--- src/hw/rtl/sscc_pkg.sv ---
// ----------------------------------------------------------------------------
// Shell script character classifier package
// Style codes, lexer mode codes, shared types and character class helpers.
// ----------------------------------------------------------------------------
package sscc_pkg;

    // Style codes carried on the result stream.
    localparam logic [2:0] ST_NONE     = 3'd0;
    localparam logic [2:0] ST_CONTROL  = 3'd1;
    localparam logic [2:0] ST_DEFINE   = 3'd2;
    localparam logic [2:0] ST_VARTYPE  = 3'd3;
    localparam logic [2:0] ST_CONST    = 3'd4;
    localparam logic [2:0] ST_COMMENT  = 3'd5;
    localparam logic [2:0] ST_NONASCII = 3'd6;

    // Lexer mode codes.
    localparam logic [3:0] M_NORMAL  = 4'd0;
    localparam logic [3:0] M_COMMENT = 4'd1;
    localparam logic [3:0] M_SQUOTE  = 4'd2;
    localparam logic [3:0] M_DQUOTE  = 4'd3;
    localparam logic [3:0] M_ZERO    = 4'd4;
    localparam logic [3:0] M_INT     = 4'd5;
    localparam logic [3:0] M_FRAC    = 4'd6;
    localparam logic [3:0] M_EXPSIGN = 4'd7;
    localparam logic [3:0] M_EXP     = 4'd8;
    localparam logic [3:0] M_HEX     = 4'd9;

    // One input request.
    typedef struct packed {
        logic [7:0] text_byte;
        logic       line_first;
        logic       line_final;
        logic       range_restart;
    } t_item;

    // Lexer state carried from byte to byte.
    typedef struct packed {
        logic [3:0] lexer_mode;
        logic [7:0] previous_byte;
        logic [7:0] byte_before_previous;
        logic       escape_toggle;
    } t_lex_state;

    function automatic logic is_dig(input logic [7:0] c);
        return c inside {[8'h30:8'h39]};
    endfunction

    function automatic logic is_xdig(input logic [7:0] c);
        return c inside {[8'h30:8'h39], [8'h61:8'h66], [8'h41:8'h46]};
    endfunction

    function automatic logic is_ident(input logic [7:0] c);
        return c inside {[8'h30:8'h39], [8'h61:8'h7a], [8'h41:8'h5a], 8'h5f};
    endfunction

endpackage

--- src/hw/rtl/sscc_classify.sv ---
// ----------------------------------------------------------------------------
// Shell script character classifier: byte classification logic
// Combinational mode update and style decision for one byte.
// ----------------------------------------------------------------------------
module sscc_classify (
    input  sscc_pkg::t_item      i_item,
    input  sscc_pkg::t_lex_state i_state,
    output sscc_pkg::t_lex_state o_state,
    output logic [2:0]           o_style,
    output logic                 o_restyle
);

    logic [7:0] c0;
    logic [7:0] c1;
    logic [7:0] c2;
    logic       esc;
    logic [3:0] mode;
    logic [3:0] nx_mode;
    logic       nx_esc;
    logic       again;
    logic       two_op;
    logic [7:0] quote_ch;

    // Line start and range restart adjust the state before the byte is seen.
    always_comb begin
        c0   = i_item.text_byte;
        c1   = i_item.line_first ? 8'h00 : i_state.previous_byte;
        c2   = i_item.line_first ? 8'h00 : i_state.byte_before_previous;
        esc  = i_item.line_first ? 1'b0 : i_state.escape_toggle;
        mode = i_state.lexer_mode;
        if (i_item.line_first && mode != sscc_pkg::M_SQUOTE
                && mode != sscc_pkg::M_DQUOTE) begin
            mode = sscc_pkg::M_NORMAL;
        end
        if (i_item.range_restart) begin
            mode = sscc_pkg::M_NORMAL;
        end
    end

    // Two-byte operators that restyle the previous byte.
    always_comb begin
        case (c0)
            8'h3d:   two_op = c1 inside {8'h3d, 8'h7c, 8'h26, 8'h21, 8'h2b, 8'h2d};
            8'h26:   two_op = (c1 == 8'h26);
            8'h7c:   two_op = (c1 == 8'h7c);
            default: two_op = 1'b0;
        endcase
    end

    // Mode dependent handling; bytes that fall out of a mode go to the
    // normal-mode rules below.
    always_comb begin
        nx_mode   = mode;
        nx_esc    = esc;
        o_style   = sscc_pkg::ST_NONE;
        o_restyle = 1'b0;
        again     = 1'b0;
        quote_ch  = (mode == sscc_pkg::M_SQUOTE) ? 8'h27 : 8'h22;
        case (mode)
            sscc_pkg::M_COMMENT: begin
                o_style = sscc_pkg::ST_COMMENT;
            end
            sscc_pkg::M_SQUOTE, sscc_pkg::M_DQUOTE: begin
                o_style = sscc_pkg::ST_CONST;
                if (c0 == quote_ch && (c1 != 8'h5c || esc)) begin
                    nx_mode = sscc_pkg::M_NORMAL;
                    nx_esc  = 1'b0;
                end else if (c1 == 8'h5c && c0 == 8'h5c) begin
                    nx_esc = ~esc;
                end else begin
                    nx_esc = 1'b0;
                end
            end
            sscc_pkg::M_ZERO, sscc_pkg::M_INT: begin
                o_style = sscc_pkg::ST_CONST;
                if (mode == sscc_pkg::M_ZERO && c0 == 8'h78 && !i_item.line_final) begin
                    nx_mode = sscc_pkg::M_HEX;
                end else if (c0 == 8'h2e) begin
                    nx_mode = sscc_pkg::M_FRAC;
                end else if (c0 == 8'h65 || c0 == 8'h45) begin
                    nx_mode = sscc_pkg::M_EXPSIGN;
                end else if (sscc_pkg::is_dig(c0)) begin
                    nx_mode = sscc_pkg::M_INT;
                end else begin
                    again = 1'b1;
                end
            end
            sscc_pkg::M_FRAC: begin
                o_style = sscc_pkg::ST_CONST;
                if (sscc_pkg::is_dig(c0)) begin
                    nx_mode = sscc_pkg::M_FRAC;
                end else if (c0 == 8'h65 || c0 == 8'h45) begin
                    nx_mode = sscc_pkg::M_EXPSIGN;
                end else begin
                    again = 1'b1;
                end
            end
            sscc_pkg::M_EXPSIGN, sscc_pkg::M_EXP: begin
                o_style = sscc_pkg::ST_CONST;
                if ((mode == sscc_pkg::M_EXPSIGN && (c0 == 8'h2b || c0 == 8'h2d))
                        || sscc_pkg::is_dig(c0)) begin
                    nx_mode = sscc_pkg::M_EXP;
                end else begin
                    again = 1'b1;
                end
            end
            sscc_pkg::M_HEX: begin
                o_style = sscc_pkg::ST_CONST;
                if (!sscc_pkg::is_xdig(c0)) begin
                    again = 1'b1;
                end
            end
            default: begin
                again = 1'b1;
            end
        endcase

        // Normal-mode rules.
        if (again) begin
            if (c0 == 8'h23 && c1 != 8'h24) begin
                nx_mode = sscc_pkg::M_COMMENT;
                o_style = sscc_pkg::ST_COMMENT;
            end else if (c0 == 8'h27 && (c1 != 8'h5c || c2 == 8'h5c)) begin
                nx_mode = sscc_pkg::M_SQUOTE;
                nx_esc  = 1'b0;
                o_style = sscc_pkg::ST_CONST;
            end else if (c0 == 8'h22 && (c1 != 8'h5c || c2 == 8'h5c)) begin
                nx_mode = sscc_pkg::M_DQUOTE;
                nx_esc  = 1'b0;
                o_style = sscc_pkg::ST_CONST;
            end else if (!sscc_pkg::is_ident(c1) && sscc_pkg::is_dig(c0)) begin
                nx_mode = (c0 == 8'h30) ? sscc_pkg::M_ZERO : sscc_pkg::M_INT;
                o_style = sscc_pkg::ST_CONST;
            end else begin
                nx_mode = sscc_pkg::M_NORMAL;
                if (two_op) begin
                    o_restyle = 1'b1;
                    o_style   = sscc_pkg::ST_CONTROL;
                end else if (c0 == 8'h24) begin
                    o_style = sscc_pkg::ST_DEFINE;
                end else if (c0 inside {8'h26, 8'h23, 8'h2e, 8'h2a, 8'h5b, 8'h5d}) begin
                    o_style = sscc_pkg::ST_VARTYPE;
                end else if (c0 inside {8'h3d, 8'h40, 8'h5e, 8'h7e, 8'h3a, 8'h25,
                                        8'h2b, 8'h2d, 8'h3c, 8'h3e, 8'h21, 8'h3f,
                                        8'h28, 8'h29, 8'h7b, 8'h7d, 8'h2c, 8'h3b,
                                        8'h2f, 8'h7c}) begin
                    o_style = sscc_pkg::ST_CONTROL;
                end else if (!(c0 inside {[8'd32:8'd126]})) begin
                    o_style = sscc_pkg::ST_NONASCII;
                end else begin
                    o_style = sscc_pkg::ST_NONE;
                end
            end
        end
    end

    // Next state, including the byte history shift.
    always_comb begin
        o_state.lexer_mode           = nx_mode;
        o_state.escape_toggle        = nx_esc;
        o_state.previous_byte        = c0;
        o_state.byte_before_previous = c1;
    end

endmodule

--- src/hw/rtl/shell_script_char_classifier_top.sv ---
// ----------------------------------------------------------------------------
// Shell script character classifier
// Input register, classification logic and output register with stream
// handshakes on both sides.
// ----------------------------------------------------------------------------
// A request waits in the input register until the output register is free,
// then passes the classification logic into the output register while the
// lexer state register takes the new state. One byte per cycle while the
// sink takes results; the input register refills while a result waits.
// Reset clears the lexer state (normal mode, empty history, escape clear)
// and both valid flags; the block is ready as soon as reset is released.
module shell_script_char_classifier_top (
    input  logic       i_clk,
    input  logic       i_rst_n,
    input  logic       i_s_tvalid,
    output logic       o_s_tready,
    input  logic [7:0] i_s_tdata,   // [7:0] text_byte
    input  logic       i_s_tlast,   // line_final
    input  logic [1:0] i_s_tuser,   // [0] line_first, [1] range_restart
    output logic       o_m_tvalid,
    input  logic       i_m_tready,
    output logic [7:0] o_m_tdata,   // [2:0] style_code, [7:3] zero
    output logic       o_m_tuser    // restyle_previous
);

    sscc_pkg::t_item      r_in;
    sscc_pkg::t_item      n_in;
    logic                 r_in_valid;
    logic                 n_in_valid;
    sscc_pkg::t_lex_state r_state;
    sscc_pkg::t_lex_state n_state;
    sscc_pkg::t_lex_state cls_state;
    logic [2:0]           r_style;
    logic [2:0]           n_style;
    logic                 r_restyle;
    logic                 n_restyle;
    logic                 r_out_valid;
    logic                 n_out_valid;
    logic [2:0]           cls_style;
    logic                 cls_restyle;
    logic                 out_free;
    logic                 advance;
    logic                 s_take;

    // Handshake control.
    assign out_free   = !r_out_valid || i_m_tready;
    assign advance    = r_in_valid && out_free;
    assign o_s_tready = !r_in_valid || out_free;
    assign s_take     = i_s_tvalid && o_s_tready;

    sscc_classify u_classify (
        .i_item    (r_in),
        .i_state   (r_state),
        .o_state   (cls_state),
        .o_style   (cls_style),
        .o_restyle (cls_restyle)
    );

    // Next values for the input stage, state and output stage.
    always_comb begin
        n_in        = r_in;
        n_in_valid  = r_in_valid;
        n_state     = r_state;
        n_style     = r_style;
        n_restyle   = r_restyle;
        n_out_valid = r_out_valid;
        if (advance) begin
            n_in_valid  = 1'b0;
            n_state     = cls_state;
            n_style     = cls_style;
            n_restyle   = cls_restyle;
            n_out_valid = 1'b1;
        end else if (i_m_tready) begin
            n_out_valid = 1'b0;
        end
        if (s_take) begin
            n_in.text_byte     = i_s_tdata;
            n_in.line_first    = i_s_tuser[0];
            n_in.line_final    = i_s_tlast;
            n_in.range_restart = i_s_tuser[1];
            n_in_valid         = 1'b1;
        end
    end

    // Control state and lexer state.
    always_ff @(posedge i_clk) begin
        if (!i_rst_n) begin
            r_in_valid  <= 1'b0;
            r_out_valid <= 1'b0;
            r_state     <= '0;
        end else begin
            r_in_valid  <= n_in_valid;
            r_out_valid <= n_out_valid;
            r_state     <= n_state;
        end
    end

    // Payload registers.
    always_ff @(posedge i_clk) begin
        r_in      <= n_in;
        r_style   <= n_style;
        r_restyle <= n_restyle;
    end

    assign o_m_tvalid = r_out_valid;
    assign o_m_tdata  = {5'd0, r_style};
    assign o_m_tuser  = r_restyle;

endmodule

--- config.mk ---
export PLATFORM = sky130hd
export DESIGN_NAME = shell_script_char_classifier_top
export DESIGN_NICKNAME = d
export VERILOG_FILES = /design/src/hw/rtl/sscc_pkg.sv /design/src/hw/rtl/sscc_classify.sv /design/src/hw/rtl/shell_script_char_classifier_top.sv
export SDC_FILE = /design/constraint.sdc
export NUM_CORES = 1
export LEC_CHECK = 0
export BUFFER_PORTS_ARGS = -buffer_cell sky130_fd_sc_hd__buf_4
export CAP_MARGIN = 5
export CORE_MARGIN = 4
export CORE_UTILIZATION = 55
export CTS_CLUSTER_SIZE = 24
export DETAILED_ROUTE_END_ITERATION = 16
export PLACE_DENSITY = 0.85
export SLEW_MARGIN = 20
export SYNTH_ARGS = -nofsm -noshare
export SYNTH_HDL_FRONTEND = slang
export SYNTH_SLANG_ARGS = --single-unit
--- constraint.sdc ---
create_clock -name i_clk -period 3.1 [get_ports i_clk]
set_input_delay 0.62 -clock i_clk [delete_from_list [all_inputs] [get_ports i_clk]]
set_output_delay 0.62 -clock i_clk [all_outputs]
set_load 0.01 [all_outputs]
==> out/metrics.csv, run 1 <==
metric,value,unit
vias per cell,6.62,
CP max stage delay,0.63,ns
number of synthesized flops with an enable pin,15,
die area,0.00578,mm2
GR Overflow Total,0,
Horiz. Die Dim,76.0,um
Yosys warning count,0,
diode count,0,
GRT Max-Usage Layer,met2,
#FFs+latches synth,38,
Syn Inst Count,302,
final count of hold timing violations,0,
row cnt,24,
final slew viol count,0,
H-tree Lvls,2,
clk sinks,38,
latest clock arrival within the worst-skew pair,0.29,ns
Worst Setup End Kind,register,
LEAKAGE,0.953,nW
Iter 0 DRT Violations,435,
final core utilization,63.0,%
Hold WC Path Type,reg2reg,
Crit Path Class,reg2reg,
post-cts sizing count,0,
Max Buffers Root-to-Sink,2,
vias in the first global route,2151,
Layout Cells excl Fill,363,
pin count of the biggest net entering global routing,25,
max-capacitance violation count,0,
Critical-path top delay cell,or4b_4,
"commonest non-fill, non-tap cell in the layout",nand2_1,
Final setup viols,0,
initial core utilization,57.7,%
GR Layer Usage met2,32.2,%
most frequent cells in the layout,"nand2_1 (38), buf_4 (30), dfxtp_1 (23)",
Post-Syn Area,0.00255,mm2
sum of buffers and inverters on the critical path,0,
initial antenna violation count,0,
first-pass GRT wire length,10300,um
CTS Hold Bufs,0,
Pre-Repair DR Iteration Count,5,
"CP delay by family, top",simple AND/OR/NAND/NOR gates,
"Max FO, Critical Path",10,
crit-path cells,"or4b_4, or3_4, o31ai_4, nor2_1, a21oi_4, or4_4, nor2_1",
WL/cell,16.6,um
Layout area overhead,9.29,%
Slew @ Worst Pin,0.618,ns
most repeated library cell on the critical path,nor2_1,
outcome,"finished, final reports clean",
met3 usage,4.49,%
DRT Wirelength,6030,um
Main synth FF type,dfxtp_1,
"Avg Cell Area, Syn",8.43,um2
"number of placed instances, taps included",355,
Layout Skew,0.00575,ns
setup TNS,0,ns
Clock transition at path regs,0.07,ns
DRT antenna net count,0,
Fmax achieved,385,MHz
TritonCTS clock tree,built,
required time of the worst setup path,3.14,ns
Final period util,83.9,%
crit path DAT,2.64,ns
CTS buffer count,5,
Max-slew headroom,58.8,%
layout cells sized above 1,14.8,%
post-synth cell types,66,
postcts setup bufs,0,
Overall Power,1.06,mW
root buffer cell,clkbuf_8,
Async SR Flop Fraction,0,%
IO Port Bufs,20,
Detailed Place HPWL,4380,um
Worst setup SP type,register,
minimum clock period,2.60,ns
Final Net Count,325,
core area,0.00441,mm2
gpl congestion,0.987,
die height,76.0,um
M1 GR Usage,29.1,%
RSZ-0062 raised after global routing,no,
I/O Pins,26,
GR Util All Layers,21.1,%
Min Hold Slack,0.460,ns
pwr dens,382,mW/mm2
DRC Markers,0,
routed via count,2403,
sequential area share after synthesis,35.8,%
maximum VDD drop,329,uV
## registers in the layout (all words and copies together) (netlist names)
| name | count |
|---|---|
| r_state | 21 |
| r_style | 3 |
| o_m_tuser | 1 |
| r_in_valid | 1 |
| r_in | 11 |
| o_m_tvalid | 1 |
## through the flow
step	setup slack, ns	cell area [um2]
final	0.500	2780
after global placement	0.606	2690
after floorplan	0.756	2560
after CTS	0.537	2780
after detailed placement	0.540	2690
after global routing	0.375	2780
## cell usage after synthesis, drive strengths merged (2+ instances only)
master,count,area (um2)
nand4,3,18.8
or4,2,18.8
and3,2,12.5
nor3,11,55.1
o21ai,7,35.0
and3b,2,17.5
nand2,38,143
inv,3,11.3
nand4b,3,26.3
nor3b,7,57.6
dfxtp,23,460
a21oi,12,75.1
a211oi,2,15.0
a21boi,20,150
o21bai,2,15.0
o2111ai,2,17.5
nor4b,5,56.3
o211ai,4,30.0
nand3,16,80.1
nor2,19,71.3
a41oi,2,17.5
nor2b,7,43.8
clkbuf,18,67.6
buf,15,91.3
a311oi,2,17.5
xor2,2,17.5
and2,4,25.0
nand2b,5,31.3
or4b,2,23.8
mux2i,3,30.0
a31oi,4,25.0
a22oi,2,15.0
a32oi,2,17.5
o32ai,3,26.3
nor4,2,12.5
edfxtp,15,450
nand3b,10,75.1
o22ai,3,18.8
## routing by layer
layer / up-vias / part of all wire, % / wire (um)
li1: 1124 / - / -
met1: 1106 / 41 / 2480
met2: 139 / 46 / 2800
met3: 34 / 8.7 / 527
met4: 0 / 3.7 / 221
met5: - / 0 / 0
## tightest hold or removal path, cell delays in order, from the launching register on
cell,delay [ns]
dfxtp_1,0.31
nand2_1,0.05
a21boi_0,0.06
## layout make-up
class,instances,area (um2)
clock buffer,8,90.1
fill,364,1630
inverter,3,11.3
multi-input combinational,232,1480
sequential,38,911
tap,52,65.1
timing repair buffer,30,225
## cell families after synthesis
logic type	Yosys count	share of synthesized area [%]
XOR/XNOR	3	1.03
flip-flops	38	35.8
AO/OA/AOI/OAI	76	22.4
multiplexers	3	1.18
buffers and inverters	36	6.68
other	1	0.147
AND/OR/NAND/NOR	145	32.8
## where the power goes
part           internal (mW)  total, mW  switching [mW]
combinational         0.0633      0.139          0.0760
sequential             0.541      0.579          0.0376
clock                  0.181      0.344           0.163
## final timing paths
| path | cells after the start | startpoint | slack, ns | endpoint |
|---|---|---|---|---|
| worst min-delay path | 2 | r_state[4]$_SDFFE_PN0P_ | 0.46 | r_state[4]$_SDFFE_PN0P_ |
| worst max-delay path | 7 | r_in[10]$_DFFE_PP_ | 0.50 | o_m_tuser$_SDFFCE_PP0P_ |
| worst max register to register | 7 | r_in[10]$_DFFE_PP_ | 0.50 | o_m_tuser$_SDFFCE_PP0P_ |
| worst min register to register | 2 | r_state[4]$_SDFFE_PN0P_ | 0.46 | r_state[4]$_SDFFE_PN0P_ |
Note: power is estimated with default switching activity, not from simulation.
==> run 2, diff against run 1 <==
--- a/config.mk
+++ b/config.mk
@@ -8,10 +8,10 @@
 export BUFFER_PORTS_ARGS = -buffer_cell sky130_fd_sc_hd__buf_4
 export CAP_MARGIN = 5
 export CORE_MARGIN = 4
-export CORE_UTILIZATION = 55
+export CORE_UTILIZATION = 53
 export CTS_CLUSTER_SIZE = 24
 export DETAILED_ROUTE_END_ITERATION = 16
-export PLACE_DENSITY = 0.85
+export PLACE_DENSITY = 0.86
 export SLEW_MARGIN = 20
 export SYNTH_ARGS = -nofsm -noshare
 export SYNTH_HDL_FRONTEND = slang
==> constraint.sdc (replaced) <==
create_clock -name i_clk -period 2.2 [get_ports i_clk]
set_input_delay 0.44 -clock i_clk [delete_from_list [all_inputs] [get_ports i_clk]]
set_output_delay 0.44 -clock i_clk [all_outputs]
set_load 0.01 [all_outputs]
==> run 2 against run 1 <==
Compared with the run above:
- the run now ends with negative setup slack left
- die area is 3.4% higher
- sequential share of layout area decreased by 4.3 points
- cell area increased by 15%
- critical endpoint is now r_style[2]$_DFFE_PP_
==> out/metrics.csv, run 2 (same netlist as run 1, synthesis figures left out) <==
metric,value,unit,change
Layout area overhead,25.9,%,was 9.29%
Reg-to-Reg End,r_style[2]$_DFFE_PP_,,was o_m_tuser$_SDFFCE_PP0P_
die area,0.00598,mm2,was 0.00578 mm2
LEAKAGE,1.20,nW,was 0.953 nW
hold path startpoint,i_s_tuser[0],,was r_state[4]$_SDFFE_PN0P_
routed via count,2575,,was 2403
DRT antenna net count,0,,unchanged
initial core utilization,56.5,%,was 57.7%
most frequent cells in the layout,"buf_4 (73), nand2_1 (37), dfxtp_1 (23)",,"was nand2_1 (38), buf_4 (30), dfxtp_1 (23)"
first-pass GRT wire length,11300,um,was 10300 um
Final Net Count,370,,was 325
WL/cell,16.8,um,was 16.6 um
Iter 0 DRT Violations,203,,was 435
worst slack at placement,-0.0881,ns,was 0.540 ns
Layout Skew,0.00553,ns,was 0.00575 ns
die height,77.3,um,was 76.0 um
latest clock arrival within the worst-skew pair,0.30,ns,was 0.29 ns
Fmax achieved,443,MHz,was 385 MHz
"Max FO, Critical Path",7,,was 10
gpl congestion,0.953,,was 0.987
I/O Pins,26,,unchanged
crit path DAT,2.32,ns,was 2.64 ns
largest registers,"r_state: 21 flops, r_in: 11 flops, r_style: 3 flops",,unchanged
DRC Markers,0,,unchanged
GR Util All Layers,23.4,%,was 21.1%
Pre-Repair DR Iteration Count,5,,unchanged
Overall Power,1.58,mW,was 1.06 mW
Layout Cells excl Fill,408,,was 363
CTS Hold Bufs,0,,unchanged
vias in the first global route,2422,,was 2151
final setup margin,-0.0586,ns,was 0.500 ns
setup TNS,-0.0968,ns,was 0 ns
max-capacitance violation count,0,,unchanged
Max Buffers Root-to-Sink,2,,unchanged
final slew viol count,0,,unchanged
row cnt,24,,unchanged
Min-Delay Endpoint,r_in[2]$_DFFE_PP_,,was r_state[4]$_SDFFE_PN0P_
TritonCTS clock tree,built,,unchanged
IO Port Bufs,20,,unchanged
CTS buffer count,5,,unchanged
Crit Path Class,reg2reg,,unchanged
minimum clock period,2.26,ns,was 2.60 ns
clk sinks,38,,unchanged
Max-slew headroom,60.9,%,was 58.8%
Detailed Place HPWL,4980,um,was 4380 um
Final period util,103,%,was 83.9%
GR Overflow Total,0,,unchanged
layout cells sized above 1,30.6,%,was 14.8%
Final setup viols,2,,was 0
max reg flops,21,,unchanged
core area,0.00450,mm2,was 0.00441 mm2
DRT Wirelength,6850,um,was 6030 um
"number of placed instances, taps included",399,,was 355
pin count of the biggest net entering global routing,25,,unchanged
final core utilization,71.2,%,was 63.0%
Worst Reg-to-Reg Cells,8,,was 7
required time of the worst setup path,2.26,ns,was 3.14 ns
Worst R2R Start,r_state[18]$_SDFFE_PN0P_,,was r_in[10]$_DFFE_PP_
maximum VDD drop,470,uV,was 329 uV
r2r setup slk,-0.06,ns,was 0.50 ns
vias per cell,6.31,,was 6.62
fill cell total of the finished layout,338,,was 364
H-tree Lvls,2,,unchanged
Slew @ Worst Pin,0.586,ns,was 0.618 ns
RSZ-0062 raised after global routing,yes,,was no
pwr dens,493,mW/mm2,was 382 mW/mm2
Register Area,911,um2,unchanged
multi-input logic area,0.00155,mm2,was 0.00148 mm2
Horiz. Die Dim,77.3,um,was 76.0 um
final count of hold timing violations,0,,unchanged
diode count,0,,unchanged
Clock transition at path regs,0.08,ns,was 0.07 ns
root buffer cell,clkbuf_8,,unchanged
Hold Path Depth,1,,was 2
outcome,finished with violations,,"was finished, final reports clean"
Worst Setup End Kind,register,,unchanged
failing checks,negative setup slack,,
Hold WC Path Type,in2reg,,was reg2reg
initial antenna violation count,0,,unchanged
Worst setup SP type,register,,unchanged
largest reg by FF count,r_state,,unchanged
"commonest non-fill, non-tap cell in the layout",buf_4,,was nand2_1
run 2: layout make-up:
cell class / count / share of cell area, %
Clock buffer: 6 / 2.58
Clock inverter: 2 / 0.351
Inverter: 3 / 0.351
Multi-Input combinational cell: 232 / 48.5
Sequential cell: 38 / 28.4
Tap cell: 52 / 2.03
Timing Repair Buffer: 75 / 17.8
run 2: how the worst max path moves through the flow:
stage | from | to | slack [ns]
floorplan | r_in[10]$_DFFE_PP_ | o_m_tuser$_SDFFCE_PP0P_ | -0.1
global placement | r_in[2]$_DFFE_PP_ | r_style[2]$_DFFE_PP_ | -0.02
detailed placement | r_in[7]$_DFFE_PP_ | r_state[17]$_SDFFE_PN0P_ | -0.09
CTS | r_in[7]$_DFFE_PP_ | r_state[17]$_SDFFE_PN0P_ | -0.04
global route | r_in[10]$_DFFE_PP_ | r_state[17]$_SDFFE_PN0P_ | -0.13
finish | r_state[18]$_SDFFE_PN0P_ | r_style[2]$_DFFE_PP_ | -0.06
run 2: stage by stage:
step | hold WS, ns | instance area, um2
3_3_place_gp | 0.444 | 3030
6_report | 0.313 | 3210
2_1_floorplan | 0.436 | 2560
5_1_grt | 0.297 | 3210
3_5_place_dp | 0.464 | 3030
4_1_cts | 0.305 | 3170
run 2: routing by layer:
layer	up-vias	part of all wire, %	global-route usage, %
li1	1212	-	-
met1	1179	42	29.2
met2	153	46	38.2
met3	31	8.2	5.15
met4	0	3.6	11.7
met5	-	0	0
run 2: timing repair:
| action | CTS | global route |
|---|---|---|
| resized for setup | 11 | 8 |
| setup endpoints to repair | 9 | 9 |
| setup buffers | 1 | 0 |
| pin swaps | 7 | 3 |
| hold endpoints to repair | 0 | 0 |
run 2: power breakdown:
group | leakage (nW) | internal, mW | switching [mW]
Sequential | 0.333 | 0.762 | 0.0276
Clock | 0.0515 | 0.253 | 0.261
Combinational | 0.812 | 0.127 | 0.149
run 2: worst max-delay path: stages (launching register included):
cell and delay (ns):
dfxtp_1 0.36, buf_6 0.14, or3b_1 0.36, a21oi_2 0.16
nor3_2 0.08, a21oi_2 0.18, a21oi_4 0.08, or4_4 0.47
a21o_1 0.18
